`src/rtl/itc_pkg.sv`:
```
// itc_pkg: shared types and constants of the three-counter interval timer
// used by itc_counter and interval_timer_three_counter, no dependencies

package itc_pkg;

  localparam int unsigned NUM_COUNTERS = 3;
  localparam int unsigned SLOTS        = 3;

  localparam logic [7:0] PORT_C0   = 8'h40;
  localparam logic [7:0] PORT_C1   = 8'h41;
  localparam logic [7:0] PORT_C2   = 8'h42;
  localparam logic [7:0] PORT_CTRL = 8'h43;
  localparam logic [7:0] PORT_SYS  = 8'h61;

  localparam logic [1:0] OP_READ  = 2'd0;
  localparam logic [1:0] OP_WRITE = 2'd1;
  localparam logic [1:0] OP_TICK  = 2'd2;

  localparam logic [2:0] MODE_ONESHOT = 3'd0;
  localparam logic [2:0] MODE_RATE    = 3'd2;
  localparam logic [2:0] MODE_MAX     = 3'd5;
  localparam logic [1:0] RW_LATCH     = 2'd0;
  localparam logic [1:0] RW_BOTH      = 2'd3;
  localparam logic [1:0] ID_READBACK  = 2'd3;

  localparam int unsigned IN_TDATA_W  = 40;
  localparam int unsigned OUT_TDATA_W = 16;

  typedef struct packed {
    logic tick;
    logic cnt_wr;
    logic ctl_wr;
    logic snap_rd;
  } cmd_t;

  typedef struct packed {
    logic       ok;
    logic       expire;
    logic [7:0] rd_byte;
    logic       out_level;
  } rsp_t;

endpackage

```
`src/rtl/itc_counter.sv`:
```
// itc_counter: one 16-bit binary counter, modes 0 and 2, count load and latch
// depends on itc_pkg

module itc_counter (
  input  logic             clk,
  input  logic             rst_n,
  input  itc_pkg::cmd_t    cmd,
  input  logic [7:0]       data_byte,
  input  logic [15:0]      tick_n,
  input  logic             gate,
  output itc_pkg::rsp_t    rsp
);

  logic [15:0] count_r, count_nxt;
  logic [15:0] reload_r, reload_nxt;
  logic        mode_two_r, mode_two_nxt;
  logic        programmed_r, programmed_nxt;
  logic        running_r, running_nxt;
  logic        out_level_r, out_level_nxt;
  logic [7:0]  low_r, low_nxt;
  logic        load_phase_r, load_phase_nxt;
  logic [15:0] snap_r, snap_nxt;
  logic        snap_full_r, snap_full_nxt;
  logic        snap_phase_r, snap_phase_nxt;

  logic [16:0] left;
  logic [16:0] remain;
  logic        hit;
  logic [15:0] new_load;
  logic [1:0]  rw;
  logic [2:0]  mode;

  assign left     = (count_r == 16'd0) ? 17'h10000 : {1'b0, count_r};
  assign hit      = running_r && (left <= {1'b0, tick_n});
  assign remain   = left - {1'b0, tick_n};
  assign new_load = {data_byte, low_r};
  assign rw       = data_byte[5:4];
  assign mode     = data_byte[3:1];

  always_comb begin
    count_nxt      = count_r;
    reload_nxt     = reload_r;
    mode_two_nxt   = mode_two_r;
    programmed_nxt = programmed_r;
    running_nxt    = running_r;
    out_level_nxt  = out_level_r;
    low_nxt        = low_r;
    load_phase_nxt = load_phase_r;
    snap_nxt       = snap_r;
    snap_full_nxt  = snap_full_r;
    snap_phase_nxt = snap_phase_r;
    rsp.ok         = 1'b1;
    rsp.expire     = hit;
    rsp.rd_byte    = 8'd0;
    rsp.out_level  = out_level_r;
    priority if (cmd.tick) begin
      if (running_r) begin
        if (!hit) begin
          count_nxt = remain[15:0];
        end else if (!mode_two_r) begin
          count_nxt     = 16'd0;
          running_nxt   = 1'b0;
          out_level_nxt = 1'b1;
        end else begin
          count_nxt = reload_r;
        end
      end
    end else if (cmd.cnt_wr) begin
      if (!programmed_r) begin
        rsp.ok = 1'b0;
      end else if (!load_phase_r) begin
        low_nxt        = data_byte;
        load_phase_nxt = 1'b1;
      end else begin
        reload_nxt     = new_load;
        load_phase_nxt = 1'b0;
        low_nxt        = 8'd0;
        snap_full_nxt  = 1'b0;
        snap_phase_nxt = 1'b0;
        if (!mode_two_r) begin
          count_nxt   = new_load;
          running_nxt = 1'b1;
          if (gate) begin
            out_level_nxt = 1'b0;
          end
        end else if (new_load == 16'd1) begin
          rsp.ok = 1'b0;
        end else if (gate && !running_r) begin
          count_nxt     = new_load;
          running_nxt   = 1'b1;
          out_level_nxt = 1'b1;
        end
      end
    end else if (cmd.ctl_wr) begin
      if (rw == itc_pkg::RW_LATCH) begin
        if (snap_full_r) begin
          rsp.ok = 1'b0;
        end else begin
          snap_full_nxt  = 1'b1;
          snap_nxt       = count_r;
          snap_phase_nxt = 1'b0;
        end
      end else if (rw != itc_pkg::RW_BOTH ||
                   (mode != itc_pkg::MODE_ONESHOT && mode != itc_pkg::MODE_RATE)) begin
        rsp.ok = 1'b0;
      end else begin
        mode_two_nxt   = (mode == itc_pkg::MODE_RATE);
        programmed_nxt = 1'b1;
        low_nxt        = 8'd0;
        load_phase_nxt = 1'b0;
        out_level_nxt  = (mode == itc_pkg::MODE_RATE);
      end
    end else if (cmd.snap_rd) begin
      if (!snap_full_r) begin
        rsp.ok = 1'b0;
      end else if (!snap_phase_r) begin
        snap_phase_nxt = 1'b1;
        rsp.rd_byte    = snap_r[7:0];
      end else begin
        snap_full_nxt  = 1'b0;
        snap_phase_nxt = 1'b0;
        rsp.rd_byte    = snap_r[15:8];
      end
    end else begin
      // idle cycle, state holds
      rsp.ok = 1'b1;
    end
  end

  always_ff @(posedge clk) begin
    if (!rst_n) begin
      count_r      <= 16'd0;
      reload_r     <= 16'd0;
      mode_two_r   <= 1'b0;
      programmed_r <= 1'b0;
      running_r    <= 1'b0;
      out_level_r  <= 1'b0;
      low_r        <= 8'd0;
      load_phase_r <= 1'b0;
      snap_r       <= 16'd0;
      snap_full_r  <= 1'b0;
      snap_phase_r <= 1'b0;
    end else begin
      count_r      <= count_nxt;
      reload_r     <= reload_nxt;
      mode_two_r   <= mode_two_nxt;
      programmed_r <= programmed_nxt;
      running_r    <= running_nxt;
      out_level_r  <= out_level_nxt;
      low_r        <= low_nxt;
      load_phase_r <= load_phase_nxt;
      snap_r       <= snap_nxt;
      snap_full_r  <= snap_full_nxt;
      snap_phase_r <= snap_phase_nxt;
    end
  end

endmodule

```
`src/rtl/interval_timer_three_counter.sv`:
```
// interval_timer_three_counter: top level, input beat register, port decode,
// system control port and result register; depends on itc_pkg, itc_counter
// data path: an input beat is held in the input register, then its result in the result register
// throughput: one beat per cycle while the result side accepts; out_tready low stalls the input
// reset: synchronous active-low rst_n returns all counters, latches and port 0x61
// bits to their power-on values; no clearing pass, ready right after reset

module interval_timer_three_counter (
  input  logic                               clk,
  input  logic                               rst_n,
  input  logic                               in_tvalid,
  output logic                               in_tready,
  // operation[1:0], port[9:2], data[17:10], tick_count[33:18], zero pad
  input  logic [itc_pkg::IN_TDATA_W-1:0]     in_tdata,
  output logic                               out_tvalid,
  input  logic                               out_tready,
  // read_data[7:0], irq_zero[8], error[9], zero pad
  output logic [itc_pkg::OUT_TDATA_W-1:0]    out_tdata
);

  logic        in_valid_r;
  logic [1:0]  op_r;
  logic [7:0]  port_r;
  logic [7:0]  data_r;
  logic [15:0] tick_r;

  logic        out_valid_r;
  logic [7:0]  rd_r, rd_nxt;
  logic        irq_r, irq_nxt;
  logic        err_r, err_nxt;

  logic        spk_r, spk_nxt;
  logic        refresh_r, refresh_nxt;
  logic        gate2_r, gate2_nxt;

  logic        advance;
  logic [1:0]  cnt_id;
  logic [1:0]  ctl_id;
  logic        ctl_valid;

  itc_pkg::cmd_t cmd [itc_pkg::SLOTS];
  itc_pkg::rsp_t rsp [itc_pkg::SLOTS];

  assign advance   = in_valid_r && (!out_valid_r || out_tready);
  assign in_tready = !in_valid_r || advance;

  assign cnt_id    = port_r[1:0] - itc_pkg::PORT_C0[1:0];
  assign ctl_id    = data_r[7:6];
  assign ctl_valid = (ctl_id != itc_pkg::ID_READBACK) &&
                     (data_r[3:1] <= itc_pkg::MODE_MAX) && !data_r[0] &&
                     (32'(ctl_id) < itc_pkg::NUM_COUNTERS);

  genvar gi;
  generate
    for (gi = 0; gi < itc_pkg::SLOTS; gi++) begin : g_cnt
      always_comb begin
        cmd[gi]         = '0;
        cmd[gi].tick    = advance && (op_r == itc_pkg::OP_TICK);
        cmd[gi].cnt_wr  = advance && (op_r == itc_pkg::OP_WRITE) &&
                          (port_r == itc_pkg::PORT_C0 || port_r == itc_pkg::PORT_C1 ||
                           port_r == itc_pkg::PORT_C2) && (cnt_id == 2'(gi));
        cmd[gi].ctl_wr  = advance && (op_r == itc_pkg::OP_WRITE) &&
                          (port_r == itc_pkg::PORT_CTRL) && ctl_valid && (ctl_id == 2'(gi));
        cmd[gi].snap_rd = advance && (op_r == itc_pkg::OP_READ) &&
                          (port_r == itc_pkg::PORT_C0) && (gi == 0);
      end
      if (gi < itc_pkg::NUM_COUNTERS) begin : g_on
        itc_counter u_cnt (
          .clk       (clk),
          .rst_n     (rst_n),
          .cmd       (cmd[gi]),
          .data_byte (data_r),
          .tick_n    (tick_r),
          .gate      ((gi == 2) ? gate2_r : 1'b1),
          .rsp       (rsp[gi])
        );
      end else begin : g_off
        assign rsp[gi] = '0;
      end
    end
  endgenerate

  always_comb begin
    rd_nxt      = 8'd0;
    irq_nxt     = 1'b0;
    err_nxt     = 1'b0;
    spk_nxt     = spk_r;
    refresh_nxt = refresh_r;
    gate2_nxt   = gate2_r;
    unique case (op_r)
      itc_pkg::OP_READ: begin
        if (port_r == itc_pkg::PORT_C0) begin
          err_nxt = !rsp[0].ok;
          rd_nxt  = rsp[0].ok ? rsp[0].rd_byte : 8'd0;
        end else if (port_r == itc_pkg::PORT_SYS) begin
          refresh_nxt = !refresh_r;
          rd_nxt      = {2'b00, rsp[2].out_level, !refresh_r, 2'b00, spk_r, gate2_r};
        end else begin
          err_nxt = 1'b1;
        end
      end
      itc_pkg::OP_WRITE: begin
        if (port_r == itc_pkg::PORT_C0 || port_r == itc_pkg::PORT_C1 ||
            port_r == itc_pkg::PORT_C2) begin
          err_nxt = !rsp[cnt_id].ok;
        end else if (port_r == itc_pkg::PORT_CTRL) begin
          err_nxt = !(ctl_valid && rsp[ctl_id].ok);
        end else if (port_r == itc_pkg::PORT_SYS) begin
          spk_nxt   = data_r[1];
          gate2_nxt = data_r[0];
          err_nxt   = (data_r[0] != gate2_r);
        end else begin
          err_nxt = 1'b1;
        end
      end
      itc_pkg::OP_TICK: begin
        irq_nxt = rsp[0].expire;
      end
      default: begin
        err_nxt = 1'b1;
      end
    endcase
  end

  always_ff @(posedge clk) begin
    if (!rst_n) begin
      in_valid_r  <= 1'b0;
      out_valid_r <= 1'b0;
      spk_r       <= 1'b0;
      refresh_r   <= 1'b0;
      gate2_r     <= 1'b0;
    end else begin
      if (in_tready) begin
        in_valid_r <= in_tvalid;
      end
      if (advance) begin
        out_valid_r <= 1'b1;
        spk_r       <= spk_nxt;
        refresh_r   <= refresh_nxt;
        gate2_r     <= gate2_nxt;
      end else if (out_tready) begin
        out_valid_r <= 1'b0;
      end
    end
  end

  always_ff @(posedge clk) begin
    if (in_tready && in_tvalid) begin
      op_r   <= in_tdata[1:0];
      port_r <= in_tdata[9:2];
      data_r <= in_tdata[17:10];
      tick_r <= in_tdata[33:18];
    end
    if (advance) begin
      rd_r  <= rd_nxt;
      irq_r <= irq_nxt;
      err_r <= err_nxt;
    end
  end

  assign out_tvalid = out_valid_r;
  assign out_tdata  = {6'd0, err_r, irq_r, rd_r};

endmodule

```
`config.mk`:
```
export PLATFORM = sky130hd
export DESIGN_NAME = interval_timer_three_counter
export DESIGN_NICKNAME = d
export VERILOG_FILES = /design/src/rtl/itc_pkg.sv /design/src/rtl/itc_counter.sv /design/src/rtl/interval_timer_three_counter.sv
export SDC_FILE = /design/constraint.sdc
export NUM_CORES = 1
export LEC_CHECK = 0
export BUFFER_PORTS_ARGS = -buffer_cell sky130_fd_sc_hd__buf_2
export CAP_MARGIN = 20
export CORE_ASPECT_RATIO = 1.25
export CORE_MARGIN = 1
export CORE_UTILIZATION = 68
export CTS_CLUSTER_SIZE = 40
export DETAILED_ROUTE_END_ITERATION = 6
export GPL_TIMING_DRIVEN = 0
export PLACE_DENSITY = 0.87
export SETUP_SLACK_MARGIN = 0.5
export SLEW_MARGIN = 20
export SYNTH_ARGS = -nofsm -noshare
export SYNTH_HDL_FRONTEND = slang
export SYNTH_HIERARCHICAL = 1
export SYNTH_SLANG_ARGS = --single-unit
```
`constraint.sdc`:
```
create_clock -name clk -period 6 [get_ports clk]
set_input_delay 0.9 -clock clk [delete_from_list [all_inputs] [get_ports clk]]
set_output_delay 0.9 -clock clk [all_outputs]
set_load 0.02 [all_outputs]
```
==> out/metrics.cfg <==
[critical_path]
setup.worst_path.end=err_r
cp-startpoint=port_r[7]
cp_max_fo=7
critical_path.reg2reg.startpoint=port_r[7]
timing.setup.critical_path_class=register to register
worstPathRequired_ns=6.19
r2r.worst_path.cells=14
crit_path_start_kind=register
crit_path_end_kind=register
arrival_ns=4.76
r2r_setup_slack_ns=1.44
crit-reg2reg-capture=err_r

[die]
die_area_um2=15000
placementRows=48
starting_utilization_of_the_core_area_pct=70.4
num_io_pins=62
die_x_um=110
fp.coreArea_um2=14000
overall_die_height_um=137

[synth]
postSynthAreaPerCell_um2=8.48
synthCells=1161
ys_warn_count=6
post_synth_instance_area_um2=9850

[final_layout]
layout-area-overhead-vs-synth_pct=11.2
insertedDiodeCount=0
final_nets=1315
final_layout_size_suffix_gt1_share_pct=13.6
layout.filler_cells=1011
layout.cell_area.non_filler_um2=10900
ff_latch_area_um2=3860
multiInputGateArea_um2=5320

[global_route]
globalRouteMet3Util_pct=6.76
grt_pass1_wl_um=43300
grt_util_all_layers_pct=38.4
total_overflow_reported_by_the_global_router=0
maximum_number_of_pins_on_one_net_before_global_route_repair=29
globalRouteMet2Util_pct=62.2
grt_busiest_layer=met2
vias_in_the_first_global_route=8768
global_route.usage.met1_pct=46.1
antenna_found_initial=0

[power_and_ir_drop]
overall_power_mw=2.48
internal-power_mw=1.81
power_per_cell_area_nw_per_um2=226
clock_share_of_power_pct=43.4
power_switching_uw=664
leakagePower_nw=3.93
power.switching_fraction_pct=26.8
ir_drop_mv=0.216
combinationalPowerShare_pct=7.0
seq_power_share_pct=49.6

[cts]
clock_sink_count=171
clock_tree.buffer_depth=2
post_cts.repair.setup_buffers=0
clock-root-buffer=sky130_fd_sc_hd__clkbuf_16
clock_latency_ns=0.45
post_cts.resized_instances=0
path_clk_slew_ns=0.08
cts_tree=built
htree_num_levels=4
cts_hold_buffers=0
cts_buffers=17

[drt]
via_count=9276
drtAntennaViolNets=0
post-route-drc-count=0
postRouteWirelength_um=27600
firstDrtPassIters=6
drt-wirelength-per-cell_um=19.3
drt-initial-drc-count=1107
avgViaCountPerCell=6.51

[sta]
final_hold_viol_count=0
setup_tns_ns=0
post-route-worst-setup-slack_ns=1.44
slew_headroom_pct=28.6
grt_setup_unrepaired=no
clock-skew-final_ns=0.0152
holdWs_ns=0.455
min_period_over_period_pct=76.0
clock.fmax_mhz=219
max_slew.worst_pin.slew_ns=1.07
timing.final.setup_violations=0
final.min_clock_period_ns=4.56
slew_viol_final=0

[placed_design]
gp_congestion=0.980
sum_of_net_half_perimeters_after_detailed_placement_um=19400
pre_cts_setup_slack_ns=1.40
placed_cell_area_um2=10400
place.port_buffers=49

[outcome]
status=finished clean

[hold_path]
worstHoldStart=g_cnt[0].g_on.u_cnt/snap_r[5]
min_delay_path_class=register to register
depth_of_the_worst_hold_timing_path=2

[run]
drv_cap=0

-- layout make-up --
cell class,instances,share of cell area (%)
Inverter,61,2.14
Timing Repair Buffer,50,2.42
Sequential cell,171,35.3
Clock buffer,17,3.89
Buffer,103,4.32
Tap cell,175,2.00
Clock inverter,15,1.36
Multi-Input combinational cell,833,48.6
-- sequential cells by signal, indices dropped and copies added (netlist names), 2 cells and up --
name	cells
g_cnt.g_on.u_cnt/count_r	32
g_cnt.g_on.u_cnt/reload_r	32
g_cnt.g_on.u_cnt/low_r	24
g_cnt.g_on.u_cnt/snap_r	16
tick_r	16
data_r	8
port_r	8
rd_r	8
g_cnt.g_on.u_cnt/load_phase_r	3
g_cnt.g_on.u_cnt/mode_two_r	3
g_cnt.g_on.u_cnt/programmed_r	3
g_cnt.g_on.u_cnt/snap_full_r	3
g_cnt.g_on.u_cnt/snap_phase_r	3
g_cnt.g_on.u_cnt/running_r	2
op_r	2
-- per-stage QoR --
stage          utilization [%]  instances
2_1_floorplan                -       1168
3_3_place_gp              73.9       1392
3_5_place_dp              74.0       1393
4_1_cts                   78.1       1425
5_1_grt                   78.2       1425
6_report                  78.2       1425
-- layer usage --
layer | up-vias | share of wire, %
li1 | 4328 | -
met1 | 4331 | 39
met2 | 488 | 48
met3 | 129 | 7.7
met4 | 0 | 5.7
met5 | - | 0
-- placed cells by master (no fill, tap or decap), drive strengths merged, types with 32 or more instances in the layout --
master and instances:
o21ai 39, buf 82, nor2 104, inv 67, a21oi 94, nand2 160
ha 32, dfxtp 127, clkbuf 88, edfxtp 44
-- power groups by stage --
| stage | combinational [mW] | sequential [mW] | clock [mW] |
|---|---|---|---|
| finish | 0.173 | 1.23 | 1.08 |
| global route | 0.187 | 1.23 | 1.13 |
| CTS | 0.169 | 1.23 | 1.08 |
| detailed placement | 0.167 | 1.25 | 0 |
| global placement | 0.161 | 1.25 | 0 |
| floorplan | 0.111 | 1.25 | 0 |
-- critical path: stages (launching register included) --
cell                       delay (ns)
sky130_fd_sc_hd__edfxtp_1        0.38
sky130_fd_sc_hd__or4b_4          0.55
sky130_fd_sc_hd__or3_4           0.38
sky130_fd_sc_hd__or3_4           0.40
sky130_fd_sc_hd__buf_6           0.15
sky130_fd_sc_hd__nor4_2          0.56
sky130_fd_sc_hd__nor2b_1         0.19
sky130_fd_sc_hd__nor2b_1         0.20
sky130_fd_sc_hd__a311oi_1        0.33
sky130_fd_sc_hd__or3_1           0.24
sky130_fd_sc_hd__nor2b_1         0.28
sky130_fd_sc_hd__a211oi_1        0.09
sky130_fd_sc_hd__a21oi_1         0.15
sky130_fd_sc_hd__nor2_1          0.06
sky130_fd_sc_hd__o32a_1          0.34
-- worst min path at each step --
stage / endpoint / slack [ns]
floorplan: g_cnt[2].g_on.u_cnt/reload_r[11] / 0.43
global placement: g_cnt[0].g_on.u_cnt/snap_r[6] / 0.44
detailed placement: g_cnt[0].g_on.u_cnt/snap_r[2] / 0.45
CTS: g_cnt[0].g_on.u_cnt/snap_r[2] / 0.46
global route: g_cnt[0].g_on.u_cnt/reload_r[15] / 0.47
finish: g_cnt[0].g_on.u_cnt/snap_r[5] / 0.46
Power figures use the tool's default switching activity.
